**config.mk**
```make
export PLATFORM = sky130hd
export DESIGN_NAME = lru_key_value_cache
export DESIGN_NICKNAME = d
export VERILOG_FILES = /design/src/sv/lkvc_pkg.sv /design/src/sv/lkvc_cell.sv /design/src/sv/lru_key_value_cache.sv
export SDC_FILE = /design/constraint.sdc
export NUM_CORES = 1
export LEC_CHECK = 0
export BUFFER_PORTS_ARGS = -buffer_cell sky130_fd_sc_hd__buf_2
export CAP_MARGIN = 20
export CORE_ASPECT_RATIO = 1.5
export CORE_UTILIZATION = 45
export DETAILED_ROUTE_END_ITERATION = 10
export PLACE_DENSITY = 0.66
export SYNTH_ARGS = -nofsm -noshare
export SYNTH_HDL_FRONTEND = slang
export SYNTH_SLANG_ARGS = --single-unit
export TNS_END_PERCENT = 1
```
**constraint.sdc**
```tcl
create_clock -name clk -period 8.8 [get_ports clk]
set_input_delay 0.88 -clock clk [delete_from_list [all_inputs] [get_ports clk]]
set_output_delay 0.88 -clock clk [all_outputs]
set_load 0.03 [all_outputs]
```
**src/sv/lkvc_pkg.sv**
```systemverilog
`default_nettype none

package lkvc_pkg;

    // Geometry
    localparam int MAX_ENTRIES = 16;
    localparam int IDX_W       = (MAX_ENTRIES > 1) ? $clog2(MAX_ENTRIES) : 1;
    localparam int KEY_W       = 16;
    localparam int VAL_W       = 32;
    localparam int CAP_W       = 5;
    // wide enough for both the capacity register and a cell index plus one
    localparam int CNT_W       = (IDX_W + 1 > CAP_W) ? IDX_W + 1 : CAP_W;

    localparam logic [CAP_W-1:0] CAP_RESET  = CAP_W'(16);
    localparam logic [VAL_W-1:0] MISS_VALUE = '1;   // -1 on a get miss

    localparam logic MODE_GET = 1'b0;
    localparam logic MODE_PUT = 1'b1;

    // One stored entry, also the word handed from a cell to its neighbor
    typedef struct packed {
        logic             valid;
        logic [KEY_W-1:0] key;
        logic [VAL_W-1:0] value;
    } entry_t;

    // Broadcast from the controller to every cell
    typedef struct packed {
        logic             cmp;      // compare phase: latch key matches
        logic             upd;      // update phase: shift toward the back
        logic             is_put;
        logic             any_hit;
        logic [KEY_W-1:0] key;
        logic [CNT_W-1:0] cap;      // clamped capacity
    } cmd_t;

    // Per-cell status seen by the controller
    typedef struct packed {
        logic valid;
        logic match;
    } cell_status_t;

endpackage

`default_nettype wire

```
**src/sv/lkvc_cell.sv**
```systemverilog
`default_nettype none

// One recency slot. Cell 0 is most recent; a cell takes its front neighbor's
// entry when everything ahead of a hit (or the whole row on insert) moves back.
module lkvc_cell (
    input  wire                            clk,
    input  wire                            rst_n,
    input  wire  [lkvc_pkg::IDX_W-1:0]     idx,
    input  wire  lkvc_pkg::cmd_t           cmd,
    input  wire  lkvc_pkg::entry_t         prev_pass,
    output lkvc_pkg::entry_t               pass,
    input  wire                            hit_in,
    output logic                           hit_out,
    input  wire  [lkvc_pkg::VAL_W-1:0]     hit_val_in,
    output logic [lkvc_pkg::VAL_W-1:0]     hit_val_out,
    output lkvc_pkg::cell_status_t         status
);

    logic                       valid_reg, valid_next;
    logic                       match_reg, match_next;
    logic [lkvc_pkg::KEY_W-1:0] key_reg,   key_next;
    logic [lkvc_pkg::VAL_W-1:0] value_reg, value_next;
    logic                       shift;
    logic                       keep;

    // hit_out: a match here or anywhere further back
    assign hit_out     = hit_in | match_reg;
    assign hit_val_out = hit_val_in | (match_reg ? value_reg : '0);

    // on an insert, entries at or past capacity-1 are evicted while moving
    assign keep = cmd.any_hit ||
                  ((lkvc_pkg::CNT_W'(idx) + lkvc_pkg::CNT_W'(1)) < cmd.cap);

    assign pass.valid = valid_reg & keep;
    assign pass.key   = key_reg;
    assign pass.value = value_reg;

    assign shift = cmd.upd & (cmd.any_hit ? hit_out : cmd.is_put);

    assign status.valid = valid_reg;
    assign status.match = match_reg;

    always_comb
    begin
        valid_next = valid_reg;
        key_next   = key_reg;
        value_next = value_reg;
        match_next = match_reg;
        if (cmd.cmp)
        begin
            match_next = valid_reg && (key_reg == cmd.key);
        end
        if (shift)
        begin
            valid_next = prev_pass.valid;
            key_next   = prev_pass.key;
            value_next = prev_pass.value;
        end
    end

    always_ff @(posedge clk or negedge rst_n)
    begin
        if (!rst_n)
        begin
            valid_reg <= 1'b0;
            match_reg <= 1'b0;
        end
        else
        begin
            valid_reg <= valid_next;
            match_reg <= match_next;
        end
    end

    always_ff @(posedge clk)
    begin
        key_reg   <= key_next;
        value_reg <= value_next;
    end

endmodule

`default_nettype wire

```
**src/sv/lru_key_value_cache.sv**
```systemverilog
`default_nettype none

// LRU key/value cache, fully associative, up to 16 entries held in a row of
// cells ordered by recency (cell 0 = most recent). A word is accepted when
// start is high and busy is low. Each word goes through a compare cycle,
// where every cell checks its key against the request in parallel, and an
// update cycle, where the hit entry (or the new one) moves to the front and
// the cells ahead of it step back one place. busy is high only during the
// compare cycle, so a new word can be taken in the update cycle of the
// previous one. A get returns one result word (found, read_value) on done,
// in the cycle after its update cycle; a put returns nothing. done is a
// one-cycle strobe and the receiver cannot stall it. On a miss, read_value
// is -1. Capacity (cfg_wdata, reset 16, values above 16 act as 16) is
// written with cfg_we; the user must write it only while idle, which the
// block does not enforce. Lowering it evicts nothing until the next insert,
// which drops the oldest entries until the new key fits. Capacity 0 stores
// nothing new, but puts to present keys still update them. The store is
// empty after reset; there is no clearing pass.
module lru_key_value_cache (
    input  wire                            clk,
    input  wire                            rst_n,
    input  wire                            start,
    output logic                           busy,
    input  wire                            mode,
    input  wire  [lkvc_pkg::KEY_W-1:0]     lookup_key,
    input  wire  signed [lkvc_pkg::VAL_W-1:0] write_value,
    output logic                           done,
    output logic                           found,
    output logic signed [lkvc_pkg::VAL_W-1:0] read_value,
    input  wire                            cfg_we,
    input  wire  [lkvc_pkg::CAP_W-1:0]     cfg_wdata
);

    typedef enum logic [1:0] {
        S_IDLE,
        S_CMP,
        S_UPD
    } state_t;

    state_t                     state_reg, state_next;
    logic                       done_reg, done_next;
    logic                       found_reg, found_next;
    logic [lkvc_pkg::VAL_W-1:0] read_value_reg, read_value_next;
    logic [lkvc_pkg::CAP_W-1:0] cap_reg, cap_next;

    // request word, latched at accept
    logic                       op_reg;
    logic [lkvc_pkg::KEY_W-1:0] key_reg;
    logic [lkvc_pkg::VAL_W-1:0] wdata_reg;

    logic                       accept;
    logic [lkvc_pkg::CNT_W-1:0] cap_eff;
    lkvc_pkg::cmd_t             cmd;
    lkvc_pkg::entry_t           front;

    lkvc_pkg::entry_t           pass     [lkvc_pkg::MAX_ENTRIES];
    lkvc_pkg::cell_status_t     status   [lkvc_pkg::MAX_ENTRIES];
    logic                       hit_c    [lkvc_pkg::MAX_ENTRIES+1];
    logic [lkvc_pkg::VAL_W-1:0] hit_val_c[lkvc_pkg::MAX_ENTRIES+1];
    logic [lkvc_pkg::MAX_ENTRIES-1:0] valid_vec;
    logic [lkvc_pkg::MAX_ENTRIES-1:0] match_vec;

    assign busy   = (state_reg == S_CMP);
    assign accept = start && !busy;

    // clamp capacity to the number of cells
    assign cap_eff = (lkvc_pkg::CNT_W'(cap_reg) > lkvc_pkg::CNT_W'(lkvc_pkg::MAX_ENTRIES))
                   ? lkvc_pkg::CNT_W'(lkvc_pkg::MAX_ENTRIES)
                   : lkvc_pkg::CNT_W'(cap_reg);

    assign cmd.cmp     = (state_reg == S_CMP);
    assign cmd.upd     = (state_reg == S_UPD);
    assign cmd.is_put  = (op_reg == lkvc_pkg::MODE_PUT);
    assign cmd.any_hit = hit_c[0];
    assign cmd.key     = key_reg;
    assign cmd.cap     = cap_eff;

    // entry that enters cell 0: the hit entry (value updated on put) or the
    // new key; with capacity 0 an insert brings in nothing
    assign front.valid = hit_c[0] || (cap_eff != '0);
    assign front.key   = key_reg;
    assign front.value = cmd.is_put ? wdata_reg : hit_val_c[0];

    // hit and hit-value chains run from the back cell to the front
    assign hit_c[lkvc_pkg::MAX_ENTRIES]     = 1'b0;
    assign hit_val_c[lkvc_pkg::MAX_ENTRIES] = '0;

    for (genvar i = 0; i < lkvc_pkg::MAX_ENTRIES; i++)
    begin : g_cell
        lkvc_cell u_cell (
            .clk         (clk),
            .rst_n       (rst_n),
            .idx         (lkvc_pkg::IDX_W'(i)),
            .cmd         (cmd),
            .prev_pass   ((i == 0) ? front : pass[(i == 0) ? 0 : i-1]),
            .pass        (pass[i]),
            .hit_in      (hit_c[i+1]),
            .hit_out     (hit_c[i]),
            .hit_val_in  (hit_val_c[i+1]),
            .hit_val_out (hit_val_c[i]),
            .status      (status[i])
        );
        assign valid_vec[i] = status[i].valid;
        assign match_vec[i] = status[i].match;
    end

    always_comb
    begin
        state_next      = state_reg;
        done_next       = 1'b0;
        found_next      = found_reg;
        read_value_next = read_value_reg;
        cap_next        = cfg_we ? cfg_wdata : cap_reg;
        case (state_reg)
            S_IDLE:
            begin
                if (accept)
                begin
                    state_next = S_CMP;
                end
            end
            S_CMP:
            begin
                state_next = S_UPD;
            end
            S_UPD:
            begin
                state_next = accept ? S_CMP : S_IDLE;
                if (op_reg == lkvc_pkg::MODE_GET)
                begin
                    done_next       = 1'b1;
                    found_next      = hit_c[0];
                    read_value_next = hit_c[0] ? hit_val_c[0] : lkvc_pkg::MISS_VALUE;
                end
            end
            default:
            begin
                state_next = S_IDLE;
            end
        endcase
    end

    always_ff @(posedge clk or negedge rst_n)
    begin
        if (!rst_n)
        begin
            state_reg      <= S_IDLE;
            done_reg       <= 1'b0;
            found_reg      <= 1'b0;
            read_value_reg <= lkvc_pkg::MISS_VALUE;
            cap_reg        <= lkvc_pkg::CAP_RESET;
        end
        else
        begin
            state_reg      <= state_next;
            done_reg       <= done_next;
            found_reg      <= found_next;
            read_value_reg <= read_value_next;
            cap_reg        <= cap_next;
        end
    end

    always_ff @(posedge clk)
    begin
        if (accept)
        begin
            op_reg    <= mode;
            key_reg   <= lookup_key;
            wdata_reg <= write_value;
        end
    end

    assign done       = done_reg;
    assign found      = found_reg;
    assign read_value = read_value_reg;

`ifndef SYNTHESIS
    // results only come out of an update cycle
    a_done_after_upd: assert property (@(posedge clk) disable iff (!rst_n)
        done |-> $past(state_reg == S_UPD))
        else $error("done without a preceding update cycle");

    // keys are unique, so at most one cell can match
    a_single_match: assert property (@(posedge clk) disable iff (!rst_n)
        (state_reg == S_UPD) |-> $onehot0(match_vec))
        else $error("more than one cell matched");

    // valid entries always fill the row from the front with no holes
    a_valid_packed: assert property (@(posedge clk) disable iff (!rst_n)
        $onehot({1'b0, valid_vec} + {{lkvc_pkg::MAX_ENTRIES{1'b0}}, 1'b1}))
        else $error("valid entries not contiguous from cell 0");

    // a miss always reports -1
    a_miss_value: assert property (@(posedge clk) disable iff (!rst_n)
        (done && !found) |-> (read_value_reg == lkvc_pkg::MISS_VALUE))
        else $error("miss did not return -1");
`endif

endmodule

`default_nettype wire
```
## Yosys cells after proc, flatten, opt, wreduce, memory -nomap -nowiden

Cells that the tools add are included.

- Order comparisons: 16
- Equal/unequal tests: 19
- Multiplexer cells: 40
- Bitwise gates (word level): 62
- Reductions and logical operators: 37

Operator list:

| cell | count |
|---|---|
| two-way mux 32 bit | 18 |
| OR 32 bit | 15 |
| equality test 16 bit | 16 |
| < comparator 4 x 5 -> 1 bit, first input constant | 8 |
| bitwise AND 1 bit | 31 |
| < comparator 3 x 5 -> 1 bit, first input constant | 4 |
| two-way mux 1 bit | 19 |
| logical AND 1 bit | 17 |
| logical OR 1 bit | 16 |
| OR 1 bit | 15 |
| < comparator 2 x 5 -> 1 bit, first input constant | 2 |
| one-hot mux 2 bit (3 select lines) | 1 |
| > comparator 5 bit, second input constant | 1 |
| < comparator 1 x 5 -> 1 bit, first input constant | 1 |
| two-way mux 5 bit | 1 |
| nonzero test 5 bit | 1 |
| equality test 2 x 1 -> 1 bit, second input constant | 1 |
| equality test 2 bit, second input constant | 1 |
| logical NOT 2 bit | 1 |
| two-way mux 2 bit | 1 |
| inequality test 2 bit, second input constant | 1 |
| AND reduction 2 bit | 1 |
| logical NOT 1 bit | 1 |
| inverter 1 bit | 1 |

- Flip-flop bits (word level): 890
- Input bits: 58
- Logic and storage cells: 246

## Depth between registers and ports, before layout

- Depth in word-level cells: 17
- Depth in mapped cells: 8

## Cells and area by module

A second synthesis with hierarchy kept.

- Cells, all modules: 2,426
- Area, all modules: 38,139.1 um2

Modules (own cells, without submodules):

| module | instances | cells each | area each (um2) | seq. area each (um2) |
|---|---|---|---|---|
| lkvc_cell | 16 | 138 | 2,152.1 | 1,491.4 |
| lru_key_value_cache | 1 | 218 | 3,706.1 | 2,538.7 |

## Worst setup path before layout

OpenSTA, ideal clock, no wires.

- Path type: reg2reg
- Start point: register g_cell[13].u_cell.match_reg
- End point: register g_cell[1].u_cell.valid_reg
- Data arrival time: 4.338 ns
- Data required time: 8.674 ns
- Path slack: 4.336 ns
- Stages on the path, launching flop included: 8
- Clock period less this slack: 4.464 ns
- Cell sequence: dfrtp_1 clkbuf_1 nor4_2 and4_1 clkbuf_1 a31oi_1 o311ai_0 o21ai_0

- Cells in the longest elaborated chain, start to end: 16
- Elaborated cells on any way between the ends: 18
- Classes of those cells: mux (1); bitwise (16); reduce/logical (1)

Ends and longest elaborated chain:

| what | line | text |
|---|---|---|
| start: declaration | lkvc_cell.sv:20 | `logic match_reg, match_next;` |
| start signal: assignment | lkvc_cell.sv:71 | `match_reg <= match_next;` |
| OR 1 bit * (13 in a row) | lkvc_cell.sv:27 | `assign hit_out = hit_in \| match_reg;` |
| OR 1 bit | lkvc_cell.sv:27 |  |
| two-way mux 1 bit * | lkvc_cell.sv:38 | `assign shift = cmd.upd & (cmd.any_hit ? hit_out : cmd.is_put);` |
| bitwise AND 1 bit * | lkvc_cell.sv:38 |  |
| net g_cell[1].u_cell.shift | lkvc_cell.sv:23 | `logic shift;` |
| end signal: assignment | lkvc_cell.sv:70 | `valid_reg <= valid_next;` |
| end: declaration | lkvc_cell.sv:19 | `logic valid_reg, valid_next;` |

Mark *: on every way through the listed nets, which the timed path passes. The rest lies on a longest branch.
A chain may end at the register's enable or synchronous reset.

## Worst setup path after layout

- Start point: register g_cell[15].u_cell.match_reg
- End point: register g_cell[15].u_cell.value_reg[14] (netlist bit) (enable)

- Cells in the longest elaborated chain, start to end: 17

Ends and longest elaborated chain:

| what | line | text |
|---|---|---|
| start: declaration | lkvc_cell.sv:20 |  |
| start signal: assignment | lkvc_cell.sv:71 |  |
| OR 1 bit (15 in a row) | lkvc_cell.sv:27 |  |
| two-way mux 1 bit * | lkvc_cell.sv:38 |  |
| bitwise AND 1 bit * | lkvc_cell.sv:38 |  |
| net g_cell[15].u_cell.shift | lkvc_cell.sv:23 |  |
| end signal: assignment | lkvc_cell.sv:78 | `value_reg <= value_next;` |
| end: declaration | lkvc_cell.sv:22 | `logic [lkvc_pkg::VAL_W-1:0] value_reg, value_next;` |

Marked as above.

==> metrics.md <==
| Metric | Value |
|---|---|
| DR iter-0 viols | `about 2,300` |
| Ys async rst share | `0.08202` |
| Peak supply drop | `roughly 0.14 mV` |
| Die Wd | `between 200 and 250 µm` |
| Prevailing post-synth register cell | `edfxtp_1` |
| Yosys warns | `0` |
| Reg clk slew, reported paths | `around 60 ps` |
| Sequential share of the synthesized area | `0.7835` |
| Placement Cell Area | `approximately 36,000 µm²` |
| Vias per inst | `between 6 and 7` |
| Pwr per Cell Area | `234.4 nW/µm²` |
| Yosys cell types | `50` |
| CP Class | `reg2reg` |
| First-pass GRT wire length | `around 130 mm` |
| Outcome | `complete, no violations` |
| Clock Path Buffers | `3` |
| Layout cells sized above 1 | `0.1615` |
| Largest net degree at the start of global routing | `66` |
| WP data required | `a little over 9000 ps` |
| GRT Overall Usage | `0.2369` |
| Initial antenna violation count | `1` |
| Final TNS setup | `0 ps` |
| Hold Buf Count CTS | `0` |
| Final instance area | `between 30,000 and 40,000 µm²` |
| Max reg flops | `slightly above 500` |
| First drt pass iteration count | `6` |
| Max-cap violations | `0` |
| Inserted Diodes | `0` |
| Synth Register Bits | `890` |
| Tot Pwr | `about 9 mW` |
| Fin crit period | `between 3000 and 4000 ps` |
| Syn nets | `just over 2,000` |
| Startpoint class of the critical path | `register` |
| CP Capture Type | `register` |
| Dpl hpwl | `52.59 mm` |
| Pins Over Slew Limit | `0` |
| Synth-to-Final Area Change | `13.96%` |
| Postcts setup bufs | `0` |
| GP Congestion | `0.8584` |
| Final worst path period share | `0.4434` |
| Die area | `roughly 76,000 µm²` |
| Synthesized netlist cell count | `roughly 2,000` |
| Worst-Skew Late Latency | `between 600 and 700 ps` |
| Post-CTS sizing | `0` |
| Worst slew margin | `0.2603` |
| Cell area after technology mapping | `~34,000 µm²` |
| Max Clk Rate | `256.3 MHz` |
| Final Hold Viols | `0` |
| Initial Util | `0.4561` |
| Final setup violation count | `0` |
| Drc violations | `0` |
| Vias in the first global route | `roughly 20,000` |
| Worst Tran Pin Value | `~1100 ps` |
| CP max FO | `39` |
| I/O pin total | `between 90 and 100` |
| Root Buffer | `clkbuf_16` |
| Row cnt | `122` |
| Layout Nets | `2,153` |
| Die H | `approximately 340 µm` |
| Total gr overflow | `0` |
| Top cell type's share of synthesized area | `0.7280` |
| Number of port buffers | `92` |
| Worst Skew | `21.36 ps` |
| H-tree depth | `3` |
| TritonCTS clock tree | `yes` |
| Num Clock Sinks | `approximately 900` |
| RSZ-0062 raised after global routing | `no` |
| Post-Place Setup Slack | `approximately 5000 ps` |
| WL/cell | `about 28 µm` |
| Area leader, netlist | `edfxtp_1` |
| Num CTS Buffers | `85` |
| Synth top area cells | `edfxtp_1, xnor2_1, dfrtp_1` |
| Worst EP arrival | `4180 ps` |
| EDFF count, synth | `between 800 and 900` |
| Worst min path class | `in2async` |
| CORE AREA | `73,880 µm²` |
| Post-route setup slack | `about 4900 ps` |
| Routed vias | `19,010` |
| Avg Inst Size Synth | `roughly 17 µm²` |
| Final ANT Viol Nets | `0` |
| P_leak | `~12 nW` |
| Final WL | `between 80 and 90 mm` |
-- stage by stage --
stage               hold WS [ps]  instances    util
floorplan                  424.4       1982       -
global placement           430.1       2999  0.4803
detailed placement         432.9       3000  0.4806
CTS                        167.4       3159  0.5198
global route               195.5       3159  0.5198
finish                     179.0       3159  0.5198
-- worst max-delay path, stage by stage (launching register included) --
cell	delay [ps]
dfrtp_2	810
or4_4	640
nor4_1	730
a21oi_1	250
nor2_4	450
buf_4	580
-- power breakdown --
group | internal, mW | leakage (nW) | switching, mW | total (mW)
Combinational | 0.106 | 2.73 | 0.241 | 0.347
Clock | 2.18 | 1.40 | 1.62 | 3.80
Sequential | 4.76 | 8.36 | 0.0954 | 4.85
-- metal layers --
layer / up-vias / wire (µm) / track usage
met5: - / 11 / 0
li1: 7986 / - / -
met4: 2 / 4062 / 0.1174
met2: 1150 / 45170 / 0.4094
met1: 9617 / 31620 / 0.2890
met3: 255 / 7636 / 0.03642
-- cells in the final DEF (no fill, tap or decap), types with 4 or more instances in the layout --
cell,count
nor3_1,20
buf_2,91
dfrtp_1,38
mux2_2,11
a21boi_0,6
a21oi_4,6
clkbuf_8,7
bufinv_16,10
nor4_1,29
dfstp_2,33
a22oi_1,128
clkbuf_16,86
clkinv_2,14
xor2_1,100
edfxtp_1,817
buf_4,52
clkinvlp_4,7
clkbuf_1,20
nor2_1,106
nand3_1,81
nand4_1,41
nand2_1,10
inv_1,11
nor2_4,4
a221oi_1,64
clkinv_1,7
a31oi_4,4
a22o_1,74
a21oi_1,71
o21ai_0,9
xnor2_1,156
-- area by class of cell --
type                            instances  area (µm²)
Multi-Input combinational cell        960        6943
Clock buffer                          113        2323
Sequential cell                       890       26400
Inverter                               14       52.55
Timing Repair Buffer                  144       865.8
Tap cell                              992        1241
Fill cell                            5953       35480
Clock inverter                         46       571.8
-- logic make-up after synthesis --
family / share of synthesized area
mux: 0.005309
simple gates: 0.04548
flops: 0.7835
xor+xnor: 0.06654
compound gates: 0.08402
buf+inv: 0.01519
-- cell usage after synthesis, types with 2 or more instances --
| master | number |
|---|---|
| edfxtp_1 | 817 |
| xnor2_1 | 156 |
| a22oi_1 | 128 |
| nor2_1 | 109 |
| xor2_1 | 100 |
| clkbuf_1 | 85 |
| nand3_1 | 81 |
| a21oi_1 | 75 |
| a22o_1 | 74 |
| a221oi_1 | 64 |
| nand4_1 | 41 |
| dfrtp_1 | 40 |
| dfstp_2 | 33 |
| nor4_1 | 29 |
| buf_1 | 25 |
| nor3_1 | 21 |
| inv_1 | 13 |
| mux2_2 | 11 |
| nand2_1 | 10 |
| o21ai_0 | 9 |
| buf_2 | 7 |
| a21boi_0 | 6 |
| a31oi_1 | 4 |
| mux2_4 | 3 |
| nand2b_1 | 3 |
| o211ai_1 | 3 |
| o22ai_1 | 3 |
| o31a_1 | 3 |
| or4_1 | 3 |
| a21oi_2 | 2 |
| nor2b_1 | 2 |
| nor3b_1 | 2 |
| o311ai_0 | 2 |
| or4_4 | 2 |
-- path summary, 6_finish.rpt --
| path | startpoint | end | slack [ps] | cells past startpoint |
|---|---|---|---|---|
| min | rst_n | done | 180 | 1 |
| max | g_cell[15].u_cell.match_reg | g_cell[15].u_cell.value_reg[14] | 4900 | 5 |
| min reg2reg | g_cell[8].u_cell.value_reg[12] | g_cell[9].u_cell.value_reg[12] | 440 | 0 |
| max in group asynchronous | rst_n | g_cell[15].u_cell.match_reg | 7560 | 2 |
| max reg2reg | g_cell[15].u_cell.match_reg | g_cell[15].u_cell.value_reg[14] | 4900 | 5 |
| min in group clk | write_value[4] | wdata_reg[4] | 400 | 1 |
Note: power is estimated with default switching activity, not from simulation.
